**src/rtl/assert_macros.svh**
```systemverilog
// Assertion macros shared by the framer RTL.
// No dependencies; included by the files that check their own logic.
`ifndef ASSERT_MACROS_SVH
`define ASSERT_MACROS_SVH

// Same-cycle implication, disabled while reset is asserted
`define MRF_ASSERT_IMPL(lbl, clk_s, rst_s, ante, cons) \
    lbl: assert property (@(posedge clk_s) disable iff (!rst_s) (ante) |-> (cons)) \
        else $error("assertion failed: same-cycle implication");

// Next-cycle implication, disabled while reset is asserted
`define MRF_ASSERT_NEXT(lbl, clk_s, rst_s, ante, cons) \
    lbl: assert property (@(posedge clk_s) disable iff (!rst_s) (ante) |=> (cons)) \
        else $error("assertion failed: next-cycle implication");

// Invariant that holds at every edge out of reset
`define MRF_ASSERT_ALWAYS(lbl, clk_s, rst_s, cond) \
    lbl: assert property (@(posedge clk_s) disable iff (!rst_s) (cond)) \
        else $error("assertion failed: invariant");

`endif

```
**src/rtl/mrf_pkg.sv**
```systemverilog
// Package for the Modbus RTU receive framer: widths, event codes, structs.
// No dependencies; used by every other RTL file but assert_macros.svh.
package mrf_pkg;

    localparam int BYTE_W      = 8;
    localparam int LEN_W       = 9;
    localparam int CRC_W       = 16;
    localparam int TICK_W      = 16;
    localparam int EVENT_W     = 3;
    localparam int REG_INDEX_W = 8;
    localparam int CFG_DATA_W  = 16;

    localparam int BUFFER_BYTES_DEFAULT = 256;

    localparam logic [CRC_W-1:0]  CRC_INIT        = 16'hFFFF;
    localparam logic [CRC_W-1:0]  CRC_POLY        = 16'hA001;
    localparam logic [BYTE_W-1:0] ADDR_RESET      = 8'hFF;
    localparam logic [BYTE_W-1:0] ADDR_BROADCAST  = 8'h00;
    localparam logic [BYTE_W-1:0] SLAVE_ADDR_RST  = 8'd1;
    localparam logic [TICK_W-1:0] TIMEOUT_RST     = 16'd1000;
    localparam logic [TICK_W-1:0] SILENCE_MAX     = 16'hFFFF;
    localparam int                MIN_FRAME_BYTES = 3;

    // Configuration register indexes
    localparam logic [REG_INDEX_W-1:0] REG_SLAVE_ADDRESS = 8'd0;
    localparam logic [REG_INDEX_W-1:0] REG_TIMEOUT_TICKS = 8'd1;

    // Item kinds
    localparam logic CMD_BYTE = 1'b0;
    localparam logic CMD_TICK = 1'b1;

    typedef enum logic [EVENT_W-1:0] {
        EV_STORED    = 3'd0,
        EV_OURS      = 3'd1,
        EV_BROADCAST = 3'd2,
        EV_OTHER     = 3'd3,
        EV_FULL      = 3'd4,
        EV_TIMEOUT   = 3'd5,
        EV_IDLE      = 3'd6
    } mrf_event_t;

    typedef struct packed {
        logic [BYTE_W-1:0] slave_address;
        logic [TICK_W-1:0] timeout_ticks;
    } mrf_cfg_t;

    typedef struct packed {
        mrf_event_t        event_res;
        logic [BYTE_W-1:0] byte_index;
        logic [BYTE_W-1:0] byte_value;
        logic [LEN_W-1:0]  frame_length;
        logic [BYTE_W-1:0] function_code;
    } mrf_result_t;

endpackage

```
**src/rtl/mrf_stream_if.sv**
```systemverilog
// Valid/ready channel interfaces for the framer: input word, result word, config write.
// Depends on mrf_pkg for field widths.
interface mrf_in_if
    import mrf_pkg::*;
();
    logic              valid;
    logic              ready;
    logic              cmd;
    logic [BYTE_W-1:0] rx_byte;

    modport source (output valid, output cmd, output rx_byte, input ready);
    modport sink   (input valid, input cmd, input rx_byte, output ready);
endinterface

interface mrf_out_if
    import mrf_pkg::*;
();
    logic               valid;
    logic               ready;
    logic [EVENT_W-1:0] event_res;
    logic [BYTE_W-1:0]  byte_index;
    logic [BYTE_W-1:0]  byte_value;
    logic [LEN_W-1:0]   frame_length;
    logic [BYTE_W-1:0]  function_code;

    modport source (output valid, output event_res, output byte_index, output byte_value,
                    output frame_length, output function_code, input ready);
    modport sink   (input valid, input event_res, input byte_index, input byte_value,
                    input frame_length, input function_code, output ready);
endinterface

interface mrf_cfg_if
    import mrf_pkg::*;
();
    logic                   valid;
    logic                   ready;
    logic [REG_INDEX_W-1:0] reg_index;
    logic [CFG_DATA_W-1:0]  wdata;

    modport source (output valid, output reg_index, output wdata, input ready);
    modport sink   (input valid, input reg_index, input wdata, output ready);
endinterface

```
**src/rtl/mrf_crc8.sv**
```systemverilog
// Bytewise Modbus CRC-16 fold (reflected polynomial, LSB first), combinational.
// Depends on mrf_pkg.
module mrf_crc8
    import mrf_pkg::*;
(
    input  logic [CRC_W-1:0]  crc,
    input  logic [BYTE_W-1:0] data,
    output logic [CRC_W-1:0]  crc_new
);

    // Eight shift/xor steps on the running remainder
    always_comb
    begin
        logic [CRC_W-1:0] acc;
        acc = crc ^ {{(CRC_W-BYTE_W){1'b0}}, data};
        for (int k = 0; k < BYTE_W; k++)
        begin
            if (acc[0])
                acc = (acc >> 1) ^ CRC_POLY;
            else
                acc = acc >> 1;
        end
        crc_new = acc;
    end

endmodule

```
**src/rtl/mrf_frame_core.sv**
```systemverilog
// Frame state (CRC, count, silence, header bytes) and per-word event decode.
// Depends on mrf_pkg, mrf_crc8 and assert_macros.svh.
`include "assert_macros.svh"

module mrf_frame_core
    import mrf_pkg::*;
#(
    parameter int BUFFER_BYTES = BUFFER_BYTES_DEFAULT
)
(
    input  logic              clk,
    input  logic              rst_n,
    input  logic              step,
    input  logic              cmd,
    input  logic [BYTE_W-1:0] rx_byte,
    input  mrf_cfg_t          cfg,
    output mrf_result_t       result
);

    localparam int CNT_W = $clog2(BUFFER_BYTES + 1);
    localparam logic [CNT_W-1:0] CNT_FULL = CNT_W'(BUFFER_BYTES);
    localparam logic [CNT_W-1:0] CNT_MIN  = CNT_W'(MIN_FRAME_BYTES);

    logic [CRC_W-1:0]  crc_reg, crc_next, crc_fold;
    logic [CNT_W-1:0]  count_reg, count_next, count_inc;
    logic [TICK_W-1:0] silence_reg, silence_next, silence_inc;
    logic [BYTE_W-1:0] addr_reg, addr_next;
    logic [BYTE_W-1:0] func_reg, func_next;
    logic              restart;

    mrf_crc8 u_crc (
        .crc     (crc_reg),
        .data    (rx_byte),
        .crc_new (crc_fold)
    );

    assign count_inc   = count_reg + 1'b1;
    assign silence_inc = (silence_reg == SILENCE_MAX) ? silence_reg : silence_reg + 1'b1;

    // Event decode and next frame state
    always_comb
    begin
        crc_next     = crc_reg;
        count_next   = count_reg;
        silence_next = silence_reg;
        addr_next    = addr_reg;
        func_next    = func_reg;
        restart      = 1'b0;
        result       = '0;
        result.event_res = EV_IDLE;
        if (cmd == CMD_BYTE)
        begin
            if (count_reg >= CNT_FULL)
            begin
                result.event_res = EV_FULL;
            end
            else
            begin
                result.byte_index = BYTE_W'(count_reg);
                result.byte_value = rx_byte;
                result.event_res  = EV_STORED;
                if (count_reg == '0)
                    addr_next = rx_byte;
                else if (count_reg == CNT_W'(1))
                    func_next = rx_byte;
                count_next   = count_inc;
                silence_next = '0;
                crc_next     = crc_fold;
                // CRC residue of zero closes the frame once it holds more than MIN_FRAME_BYTES bytes
                if (crc_fold == '0 && count_inc > CNT_MIN)
                begin
                    restart = 1'b1;
                    if (addr_reg == ADDR_BROADCAST)
                        result.event_res = EV_BROADCAST;
                    else if (addr_reg == cfg.slave_address)
                        result.event_res = EV_OURS;
                    else
                        result.event_res = EV_OTHER;
                    if (result.event_res != EV_OTHER)
                    begin
                        result.frame_length  = LEN_W'(count_inc);
                        result.function_code = func_reg;
                    end
                end
            end
        end
        else if (count_reg != '0)
        begin
            silence_next = silence_inc;
            if (silence_inc >= cfg.timeout_ticks)
            begin
                restart          = 1'b1;
                result.event_res = EV_TIMEOUT;
            end
        end
        if (restart)
        begin
            crc_next     = CRC_INIT;
            count_next   = '0;
            silence_next = '0;
            addr_next    = ADDR_RESET;
            func_next    = '0;
        end
    end

    // Frame state registers, updated when a word moves to the result stage
    always_ff @(posedge clk or negedge rst_n)
    begin
        if (!rst_n)
        begin
            crc_reg     <= CRC_INIT;
            count_reg   <= '0;
            silence_reg <= '0;
            addr_reg    <= ADDR_RESET;
            func_reg    <= '0;
        end
        else if (step)
        begin
            crc_reg     <= crc_next;
            count_reg   <= count_next;
            silence_reg <= silence_next;
            addr_reg    <= addr_next;
            func_reg    <= func_next;
        end
    end

    // Checks
    `MRF_ASSERT_ALWAYS(a_count_bound, clk, rst_n, count_reg <= CNT_FULL)
    `MRF_ASSERT_NEXT(a_restart_clears, clk, rst_n, step && restart,
        count_reg == '0 && crc_reg == CRC_INIT && silence_reg == '0)
    `MRF_ASSERT_NEXT(a_full_holds, clk, rst_n, step && result.event_res == EV_FULL,
        count_reg == CNT_FULL && crc_reg == $past(crc_reg))

endmodule

```
**src/rtl/modbus_rtu_rx_framer.sv**
```systemverilog
// Modbus RTU receive framer: input register, frame core, result register.
// An accepted word is held in the input register, then its result in the result register.
// Throughput: one word per cycle unless the result side stalls; combinational CRC fold.
// Reset: CRC 0xFFFF, empty frame, slave address 1, timeout 1000 ticks, both stages empty.
// Depends on mrf_pkg, the mrf_stream_if interfaces, mrf_frame_core, assert_macros.svh.
`include "assert_macros.svh"

module modbus_rtu_rx_framer
    import mrf_pkg::*;
#(
    parameter int BUFFER_BYTES = BUFFER_BYTES_DEFAULT
)
(
    input  logic     clk,
    input  logic     rst_n,
    mrf_in_if.sink   byte_ch,
    mrf_out_if.source event_ch,
    mrf_cfg_if.sink  cfg_ch
);

    logic              in_valid_reg;
    logic              in_cmd_reg;
    logic [BYTE_W-1:0] in_byte_reg;
    logic              out_valid_reg, out_valid_next;
    mrf_result_t       out_reg;
    mrf_result_t       core_result;
    mrf_cfg_t          cfg_reg;
    logic              advance;

    // A held word moves on when the result slot is free or being emptied
    assign advance       = in_valid_reg && (!out_valid_reg || event_ch.ready);
    assign byte_ch.ready = !in_valid_reg || advance;
    assign cfg_ch.ready  = 1'b1;

    // Configuration registers
    always_ff @(posedge clk or negedge rst_n)
    begin
        if (!rst_n)
        begin
            cfg_reg.slave_address <= SLAVE_ADDR_RST;
            cfg_reg.timeout_ticks <= TIMEOUT_RST;
        end
        else if (cfg_ch.valid)
        begin
            unique case (cfg_ch.reg_index)
                REG_SLAVE_ADDRESS: cfg_reg.slave_address <= cfg_ch.wdata[BYTE_W-1:0];
                REG_TIMEOUT_TICKS: cfg_reg.timeout_ticks <= cfg_ch.wdata[TICK_W-1:0];
                default:           ;
            endcase
        end
    end

    // Input register
    always_ff @(posedge clk or negedge rst_n)
    begin
        if (!rst_n)
            in_valid_reg <= 1'b0;
        else if (byte_ch.ready)
            in_valid_reg <= byte_ch.valid;
    end

    always_ff @(posedge clk)
    begin
        if (byte_ch.ready && byte_ch.valid)
        begin
            in_cmd_reg  <= byte_ch.cmd;
            in_byte_reg <= byte_ch.rx_byte;
        end
    end

    mrf_frame_core #(
        .BUFFER_BYTES (BUFFER_BYTES)
    ) u_core (
        .clk     (clk),
        .rst_n   (rst_n),
        .step    (advance),
        .cmd     (in_cmd_reg),
        .rx_byte (in_byte_reg),
        .cfg     (cfg_reg),
        .result  (core_result)
    );

    // Result register
    always_comb
    begin
        if (advance)
            out_valid_next = 1'b1;
        else if (event_ch.ready)
            out_valid_next = 1'b0;
        else
            out_valid_next = out_valid_reg;
    end

    always_ff @(posedge clk or negedge rst_n)
    begin
        if (!rst_n)
            out_valid_reg <= 1'b0;
        else
            out_valid_reg <= out_valid_next;
    end

    always_ff @(posedge clk)
    begin
        if (advance)
            out_reg <= core_result;
    end

    assign event_ch.valid         = out_valid_reg;
    assign event_ch.event_res     = out_reg.event_res;
    assign event_ch.byte_index    = out_reg.byte_index;
    assign event_ch.byte_value    = out_reg.byte_value;
    assign event_ch.frame_length  = out_reg.frame_length;
    assign event_ch.function_code = out_reg.function_code;

    // Checks
    `MRF_ASSERT_NEXT(a_held_word_kept, clk, rst_n, in_valid_reg && !advance,
        in_valid_reg && $stable(in_byte_reg) && $stable(in_cmd_reg))
    `MRF_ASSERT_IMPL(a_len_on_accept, clk, rst_n, out_valid_reg,
        (out_reg.frame_length != '0) ==
        (out_reg.event_res == EV_OURS || out_reg.event_res == EV_BROADCAST))
    `MRF_ASSERT_NEXT(a_result_loaded, clk, rst_n, advance, out_valid_reg)

endmodule

```
**src/flat_wrapper.sv**
```systemverilog
// flat-port wrapper written by rule: the top's interface ports become plain ports
module modbus_rtu_rx_framer_flat import mrf_pkg::*;
#(
    parameter int BUFFER_BYTES = BUFFER_BYTES_DEFAULT
)
  (clk, rst_n, byte_ch_valid, byte_ch_cmd, byte_ch_rx_byte, byte_ch_ready, event_ch_valid, event_ch_event_res, event_ch_byte_index, event_ch_byte_value, event_ch_frame_length, event_ch_function_code, event_ch_ready, cfg_ch_valid, cfg_ch_reg_index, cfg_ch_wdata, cfg_ch_ready);
  mrf_in_if byte_ch_i ();
  mrf_out_if event_ch_i ();
  mrf_cfg_if cfg_ch_i ();
  input  logic clk;
  input  logic rst_n;
  input wire logic [$bits(byte_ch_i.valid)-1:0] byte_ch_valid;
  input wire logic [$bits(byte_ch_i.cmd)-1:0] byte_ch_cmd;
  input wire logic [$bits(byte_ch_i.rx_byte)-1:0] byte_ch_rx_byte;
  output wire logic [$bits(byte_ch_i.ready)-1:0] byte_ch_ready;
  output wire logic [$bits(event_ch_i.valid)-1:0] event_ch_valid;
  output wire logic [$bits(event_ch_i.event_res)-1:0] event_ch_event_res;
  output wire logic [$bits(event_ch_i.byte_index)-1:0] event_ch_byte_index;
  output wire logic [$bits(event_ch_i.byte_value)-1:0] event_ch_byte_value;
  output wire logic [$bits(event_ch_i.frame_length)-1:0] event_ch_frame_length;
  output wire logic [$bits(event_ch_i.function_code)-1:0] event_ch_function_code;
  input wire logic [$bits(event_ch_i.ready)-1:0] event_ch_ready;
  input wire logic [$bits(cfg_ch_i.valid)-1:0] cfg_ch_valid;
  input wire logic [$bits(cfg_ch_i.reg_index)-1:0] cfg_ch_reg_index;
  input wire logic [$bits(cfg_ch_i.wdata)-1:0] cfg_ch_wdata;
  output wire logic [$bits(cfg_ch_i.ready)-1:0] cfg_ch_ready;
  assign byte_ch_i.valid = byte_ch_valid;
  assign byte_ch_i.cmd = byte_ch_cmd;
  assign byte_ch_i.rx_byte = byte_ch_rx_byte;
  assign byte_ch_ready = byte_ch_i.ready;
  assign event_ch_valid = event_ch_i.valid;
  assign event_ch_event_res = event_ch_i.event_res;
  assign event_ch_byte_index = event_ch_i.byte_index;
  assign event_ch_byte_value = event_ch_i.byte_value;
  assign event_ch_frame_length = event_ch_i.frame_length;
  assign event_ch_function_code = event_ch_i.function_code;
  assign event_ch_i.ready = event_ch_ready;
  assign cfg_ch_i.valid = cfg_ch_valid;
  assign cfg_ch_i.reg_index = cfg_ch_reg_index;
  assign cfg_ch_i.wdata = cfg_ch_wdata;
  assign cfg_ch_ready = cfg_ch_i.ready;
  modbus_rtu_rx_framer #(.BUFFER_BYTES(BUFFER_BYTES)) u_core (.clk(clk), .rst_n(rst_n), .byte_ch(byte_ch_i), .event_ch(event_ch_i), .cfg_ch(cfg_ch_i));
endmodule
```
**config.mk**
```make
export PLATFORM = sky130hd
export DESIGN_NAME = modbus_rtu_rx_framer_flat
export DESIGN_NICKNAME = d
export VERILOG_FILES = /design/src/rtl/mrf_pkg.sv /design/src/rtl/mrf_stream_if.sv /design/src/rtl/mrf_crc8.sv /design/src/rtl/mrf_frame_core.sv /design/src/rtl/modbus_rtu_rx_framer.sv /design/src/flat_wrapper.sv
export VERILOG_INCLUDE_DIRS = /design/src /design/src/rtl
export SDC_FILE = /design/constraint.sdc
export NUM_CORES = 1
export LEC_CHECK = 0
export BUFFER_PORTS_ARGS = -buffer_cell sky130_fd_sc_hd__clkbuf_2
export CAP_MARGIN = 10
export CORE_MARGIN = 2
export CORE_UTILIZATION = 59
export CTS_CLUSTER_DIAMETER = 200
export DETAILED_ROUTE_END_ITERATION = 8
export PLACE_DENSITY = 0.8
export SLEW_MARGIN = 20
export SYNTH_ARGS = -nofsm -noshare
export SYNTH_HDL_FRONTEND = slang
export SYNTH_SLANG_ARGS = --single-unit
```
**constraint.sdc**
```tcl
create_clock -name clk -period 5.3 [get_ports clk]
set_input_delay 0.53 -clock clk [delete_from_list [all_inputs] [get_ports clk]]
set_output_delay 0.53 -clock clk [all_outputs]
set_load 0.05 [all_outputs]
```
==> summary.md, run 1 <==
| Metric | Value |
|---|---|
| Status | complete, no violations |
| Vias | 5,195 |
| Core Box Area | 11,300 sq um |
| Max-Slew Margin vs Limit | between 30 and 40% |
| RSZ-0062 raised after global routing | no |
| # H-tree levels | 4 |
| GR Layer Usage met1 | between 30% and 40% |
| Drt first-iter violations | 442 |
| CTS Sinks | ~130 |
| Longest Clk Path Bufs | 2 |
| Ports | 77 |
| Max Freq | between 0.2 and 0.25 GHz |
| Worst-Skew Late Latency | between 0.4 and 0.5 ns |
| Setup ws final | 0.763 ns |
| Wire per inst | 17.8 microns |
| Yosys warning total | 0 |
| Number of global-route vias before repair | a little over 5k |
| Cell Pwr Density | approximately 490 nW/um^2 |
| Clk_skew | about 0.0094 ns |
| Pre-antenna DRT Iters | 5 |
| Critical Path End Type | register |
| CP max FO | 8 |
| Reg area | approximately 3500 sq um |
| Initial Utilization | 59.9% |
| Leak Pwr | 3.29 nW |
| Vias/cell | around 6.1 |
| Final Max Tran Viols | 0 |
| Die height | between 100 and 150 microns |
| DRC errors left | 0 |
| DP HPWL | between 10 and 15 mm |
| Placed cells | around 810 |
| GP Congestion | 0.961 |
| Hold Crit Class | in -> async |
| Clock period minus worst slack | around 4.5 ns |
| ANT cells | 0 |
| PostCTS Resize Cnt | 0 |
| Synthesized Nets | slightly below 700 |
| Cts bufs inserted | 17 |
| Row cnt | 39 |
| Final net count | between 700 and 800 |
| Largest net degree at the start of global routing | 84 |
| Non-filler cells, final | approximately 850 |
| Post-CTS Repair Setup Buffers | 0 |
| Buffers on Ports | between 70 and 80 |
| Top FF cell, synth | dfrtp_1 |
| Worst-margin pin slew | 0.983 ns |
| Post-CTS Hold Fix Bufs | 0 |
| Final Hold Fails | 0 |
| Total grt overflow | 0 |
| EDFF count, synth | 45 |
| DRT antenna net count | 0 |
| CTS tree | done |
| Number of max-cap violations | 0 |
| Fin Setup TNS | 0 ns |
| Clock transition at path regs | ~0.060 ns |
| Met2 GRT Util | between 40% and 50% |
| Largest register FFs | 24 |
| Pre-CTS setup slack | approximately 0.88 ns |
| Area of the die | roughly 12,000 sq um |
| All-Layer GR Usage | between 20% and 30% |
| Cell count after synthesis | roughly 620 |
| R2r startpoint | u_core.u_core.silence_reg[0] |
| Worst Setup SP | u_core.u_core.silence_reg[0] |
| Initial antenna violation count | 0 |
| Met3 GRT Util | a little over 7% |
| Setup violations, final | 0 |
| # fillers | 832 |
| Critical Path RT | about 5.7 ns |
| Layout cell share with drive strength beyond 1 | roughly 25% |
| Syn avg cell area | roughly 11 sq um |
| Final Hold Slack | 0.135 ns |
| Area grow syn2layout | 15.7% |
| Routed wire length | ~15 mm |
| Area occupied by multi-input gates | 2990 sq um |
| Chip Width | 111 microns |
| CP Class | reg -> reg |
| Synth unique cells | 66 |
| Max IR drop VDD | approximately 0.28 mV |
| Fin crit share | 85.6% |
| Clock Tree Root | clkbuf_16 |
| Gr busiest metal | met2 |
| Asr flop ratio synth | 64.8% |
| Crit path DAT | approximately 5 ns |
| Synthesized cell area | 6750 sq um |
| Seq cells post-synth | 128 |
| First-pass GRT wire length | 25.2 mm |
| Worst setup SP type | register |
| Sequential area share after synthesis | roughly 51% |
==> routing by layer <==
layer	wire length, microns	part of all wire [%]
met5	0	0
met4	265	1.8
met3	1050	7.0
met2	7340	49
met1	6410	43
==> worst max-delay path, stage by stage (launching register included) <==
cell	delay [ns]
dfrtp_1	0.47
ha_1	0.23
nand4_1	0.16
nor4_1	0.21
buf_4	0.19
nor2b_1	0.38
nor3_1	0.12
xor2_1	0.17
ha_1	0.30
and4_1	0.21
a211o_1	0.31
o311a_1	0.38
a211oi_1	0.82
a311oi_2	0.22
o22a_1	0.29
==> per-stage QoR <==
step           instance area (sq um)  util, %  power [mW]
3_5_place_dp                    7230     64.2        2.72
2_1_floorplan                   6750        -        2.42
4_1_cts                         7800     69.2        3.86
6_report                        7810     69.3        3.85
3_3_place_gp                    7230     64.2        2.66
5_1_grt                         7810     69.3        4.07
==> where the power goes <==
group / internal (mW) / switching (mW) / leakage, nW
logic: 0.534 / 0.726 / 1.58
registers: 1.26 / 0.202 / 1.43
clock network: 0.658 / 0.470 / 0.276
==> cells in the final DEF, fill, tap and decap left out, drive strengths merged, types with 9 or more instances in the layout <==
master | synthesis | layout
xnor2 | 24 | 24
xor2 | 17 | 17
nor2 | 38 | 38
a211oi | 12 | 12
clkbuf | 25 | 91
nand2b | 9 | 9
buf | 6 | 9
a22o | 9 | 9
nand3 | 19 | 19
dfrtp | 52 | 52
mux2 | 26 | 26
nor4 | 17 | 17
ha | 22 | 22
dfstp | 31 | 31
edfxtp | 45 | 45
and2 | 16 | 16
a21oi | 23 | 23
o32ai | 9 | 9
o2bb2ai | 10 | 10
o21ai | 19 | 19
and3 | 13 | 13
nand2 | 37 | 37
inv | 41 | 50
nor3 | 11 | 11
==> cell type report <==
cell class | instances | share of cell area, %
Clock inverter | 15 | 1.89
Timing Repair Buffer | 83 | 5.66
Inverter | 41 | 1.97
Multi-Input combinational cell | 418 | 38.3
Tap cell | 143 | 2.29
Sequential cell | 128 | 44.4
Clock buffer | 17 | 5.45
==> logic make-up (layout without fill, tap and decap cells) <==
logic type | after synthesis | in the layout | share of synthesized area, %
xor gates and xnor gates | 44 | 44 | 6.32
muxes | 27 | 27 | 4.49
and+or+nand+nor | 189 | 189 | 14.8
buffers and inverters | 72 | 156 | 4.23
DFF | 128 | 128 | 51.4
AOI/OAI and AO/OA | 135 | 135 | 14.6
other | 1 | 1 | 0.0556
adders and majority gates | 22 | 22 | 4.08
==> path summary, 6_finish.rpt <==
check / end / slack [ns] / cells after the start
worst min register to register: u_core.u_core.crc_reg[7] / 0.48 / 2
min in group clk: u_core.in_cmd_reg / 0.27 / 1
max in group asynchronous: u_core.u_core.func_reg[6] / 4.66 / 1
worst min-delay path: u_core.cfg_reg[13] / 0.14 / 1
worst max-delay path: u_core.u_core.addr_reg[1] / 0.76 / 14
worst max register to register: u_core.u_core.addr_reg[1] / 0.76 / 14
==> synth_stat cells (3+ instances only) <==
master | n | area [sq um]
nand4_1 | 8 | 50.1
o21ai_0 | 18 | 90.1
xnor3_1 | 3 | 67.6
nor3_1 | 11 | 55.1
a21o_1 | 5 | 37.5
o2bb2ai_1 | 10 | 87.6
xor2_1 | 17 | 149
nand3_1 | 18 | 90.1
o22a_1 | 8 | 70.1
dfstp_2 | 31 | 815
a22oi_1 | 8 | 60.1
a211oi_1 | 12 | 90.1
o31ai_1 | 3 | 22.5
buf_2 | 3 | 15.0
nor2_1 | 38 | 143
dfrtp_1 | 52 | 1300
clkbuf_1 | 25 | 93.8
mux2_2 | 26 | 293
o32ai_1 | 9 | 78.8
edfxtp_1 | 45 | 1350
nor4_1 | 17 | 106
a22o_1 | 9 | 78.8
and2_1 | 16 | 100
or4_1 | 3 | 22.5
and4_1 | 5 | 43.8
inv_1 | 41 | 154
and3_1 | 13 | 81.3
nand4b_1 | 3 | 26.3
xnor2_1 | 24 | 210
ha_1 | 22 | 275
o211ai_1 | 5 | 37.5
nand2_1 | 37 | 139
a21oi_1 | 23 | 115
nand2b_1 | 9 | 56.3
a31oi_1 | 3 | 18.8
o21a_1 | 3 | 22.5
(Power assumes the default switching activity.)
==> run 2, diff against run 1 <==
--- a/config.mk
+++ b/config.mk
@@ -6,6 +6,7 @@
 export SDC_FILE = /design/constraint.sdc
 export NUM_CORES = 1
 export LEC_CHECK = 0
+export ABC_AREA = 1
 export BUFFER_PORTS_ARGS = -buffer_cell sky130_fd_sc_hd__clkbuf_2
 export CAP_MARGIN = 10
 export CORE_MARGIN = 2
==> summary.md, run 2 <==
| Metric | Value |
|---|---|
| Post-synth top area cell | edfxtp_1 |
| All-Layer GR Usage | 25.2% (-0.60 points) |
| Crit path DAT | 4.37 ns (-0.52 ns) |
| Finished Core Util | 70.0% (+0.69 points) |
| Vias/cell | 5.33 (-13%) |
| Area grow syn2layout | 14.7% |
| DRC errors left | 5 (+5) |
| Clock Tree Root | clkbuf_16 |
| Longest Clk Path Bufs | 2 (unchanged) |
| Hold Crit Class | in -> reg |
| Number of global-route vias before repair | 5,366 (+4.7%) |
| Hold Path Depth | 1 |
| Critical Path RT | 5.60 ns (-0.05 ns) |
| DP HPWL | 10.5 mm (+0.56%) |
| Cts bufs inserted | 17 (unchanged) |
| Pre-antenna DRT Iters | 8 (+3) |
| Wire per inst | 13.7 microns (-23%) |
| Max Freq | 0.246 GHz (+11%) |
| Largest net degree at the start of global routing | 73 (-13%) |
| Post-CTS Repair Setup Buffers | 0 (unchanged) |
| Layout cell share with drive strength beyond 1 | 19.4% (-6.1 points) |
| Chip Width | 113 microns (+2.0%) |
| Routed wire length | 14.8 mm (-1.6%) |
| Final net count | 990 (+32%) |
| Final Hold Fails | 0 (unchanged) |
| Synthesized cell area | 7030 sq um (+4.2%) |
| Top post-synthesis cells by area | edfxtp_1 19%, dfrtp_1 19%, nand2_1 14%, dfstp_2 12%, inv_1 5.8% |
| Core Box Area | 11,500 sq um (+2.2%) |
| Worst-Skew Late Latency | 0.42 ns (about the same) |
| Top FF cell, synth | dfrtp_1 |
| Ports | 77 (unchanged) |
| CTS Sinks | 128 (unchanged) |
| Commonest non-fill, non-tap cell in the layout | nand2_1 |
| CTS tree | done |
| Final Max Tran Viols | 0 (unchanged) |
| GP Congestion | 0.894 (-7.0%) |
| Cell Pwr Density | 504 nW/um^2 (+2.2%) |
| Synth cell count leaders | 260 x nand2_1, 109 x inv_1, 74 x nand3_1, 70 x nor2_1, 59 x o21ai_0 |
| Most frequent cells in the layout | 260 x nand2_1, 109 x inv_1, 74 x nand3_1, 74 x clkbuf_2, 70 x nor2_1 |
| Yosys warning total | 0 (unchanged) |
| Initial Utilization | 61.0% (+1.2 points) |
| ANT cells | 0 (unchanged) |
| Clock period minus worst slack | 4.07 ns (-0.465 ns) |
| Asr flop ratio synth | 64.8% (unchanged) |
| Number of max-cap violations | 0 (unchanged) |
| Synth unique cells | 40 (-39%) |
| Met3 GRT Util | 6.16% (-1.0 points) |
| Met2 GRT Util | 38.4% (-2.9 points) |
| Worst setup SP type | register |
| Synthesized Nets | 917 (+35%) |
| Max IR drop VDD | 0.321 mV (+13%) |
| Failing checks | DRC |
| # H-tree levels | 4 (unchanged) |
| First-pass GRT wire length | 25.5 mm (+1.2%) |
| Initial antenna violation count | 0 (unchanged) |
| Die height | 113 microns (+2.0%) |
| # fillers | 897 (+7.8%) |
| Cell repeated most along the worst path | nand2_1 |
| Crit path max-delay cell type | a21oi_1 |
| Worst reg2reg path depth | 21 (+7) |
| Max-Slew Margin vs Limit | 35.9% (+1.8 points) |
| Critical Path End Type | register |
| Vias | 5,783 (+11%) |
| Syn avg cell area | 8.20 sq um (-25%) |
| Max stage delay on crit path | 0.71 ns (-0.11 ns) |
| Drt first-iter violations | 483 (+9.3%) |
| Cell Chain, Critical Path | ha_1, nand3_1, inv_1, nand2_1, nor2_2, mux2i_1, inv_1, ha_1, nand2_1, nand2_1, nand2_1, nand2_1, nand2_1, nand2_1, nand2_1, nand3_2, a21oi_1, nor2_4, buf_4, nand2_1, o21ai_0 |
| Sequential area share after synthesis | 49.3% (-2.1 points) |
| Cell count after synthesis | 857 (+39%) |
| CP max FO | 31 (+23) |
| Gr busiest metal | met2 |
| Synth top area share | 19.2% (-0.80 points) |
| Fin Setup TNS | 0 ns (unchanged) |
| Status | finished with violations |
| Total grt overflow | 0 (unchanged) |
| Row cnt | 39 (unchanged) |
| EDFF count, synth | 45 (unchanged) |
| RSZ-0062 raised after global routing | no |
| Seq cells post-synth | 128 (unchanged) |
| Worst-margin pin slew | 0.958 ns (-0.0242 ns) |
| Fin crit share | 76.8% (-8.8 points) |
| Buffers on Ports | 75 (unchanged) |
| GR Layer Usage met1 | 35.5% (+1.7 points) |
| Leak Pwr | 3.99 nW (+21%) |
| Clock transition at path regs | 0.06 ns (about the same) |
| Most frequent cell after synthesis | nand2_1 |
| Setup violations, final | 0 (unchanged) |
| CP Class | reg -> reg |
| Area of the die | 12,800 sq um (+4.0%) |
| DRT antenna net count | 0 (unchanged) |
| Clk_skew | 0.00617 ns (-0.00326 ns) |
| Largest register FFs | 24 (unchanged) |
==> run 2: timing repair <==
action                    4_1_cts  5_1_grt
hold buffers                    1        0
gates resized for setup         0        0
hold endpoints to repair        8        0
==> run 2: layer usage <==
metal / vias up / wire length, microns
li1: 2903 / -
met1: 2657 / 6830
met2: 201 / 6660
met3: 22 / 1050
met4: 0 / 294
met5: - / 0
==> run 2: final cells by class <==
type	instances	area (sq um)	area share [%]
sequential	128	3470	43.0
multi-input combinational	590	2990	37.1
clock buffer	22	464	5.76
inverter	113	424	5.26
timing repair buffer	80	418	5.19
tap	143	179	2.22
clock inverter	10	113	1.40
==> run 2: final timing paths <==
check,slack [ns],endpoint,start
setup / recovery,1.23,u_core.u_core.count_reg[2],u_core.u_core.silence_reg[0]
hold / removal,0.28,u_core.in_byte_reg[6],byte_ch_rx_byte[6]
setup reg to reg,1.23,u_core.u_core.count_reg[2],u_core.u_core.silence_reg[0]
hold reg to reg,0.47,u_core.cfg_reg[8],u_core.cfg_reg[8]
max in group asynchronous,3.69,u_core.u_core.func_reg[6],rst_n
min in group asynchronous,0.49,u_core.cfg_reg[4],rst_n
==> run 2: critical path: cells and delay by family, from the launching register on <==
family | cells | cell delay (ns)
compound gates | 2 | 0.79
fa+ha+maj | 2 | 0.59
buf+inv | 3 | 0.47
flops | 1 | 0.44
mux | 1 | 0.22
simple gates | 13 | 1.44
==> run 2: kinds of logic after synthesis <==
logic type,synth area share [%]
xor+xnor,2.74
compound gates,8.46
buf+inv,8.24
flops,49.3
other cells,0.0534
fa+ha+maj,3.92
simple gates,27.1
mux,0.142
==> run 2: through the flow <==
stage               hold slack, ns  total power, mW  area [sq um]  setup WS, ns  instances
floorplan                    0.234             2.59          7030          1.76        857
global route                 0.261             4.34          8060         0.741       1086
global placement             0.383             2.88          7470          1.44       1053
detailed placement           0.384             2.92          7470          1.28       1053
finish                       0.278             4.06          8060          1.23       1086
CTS                          0.262             4.07          8060          1.23       1086
==> run 2: power breakdown <==
group	internal [mW]	switching (mW)	total, mW
registers	1.31	0.169	1.48
logic	0.429	1.02	1.45
clock network	0.713	0.416	1.13
total	2.46	1.61	4.06
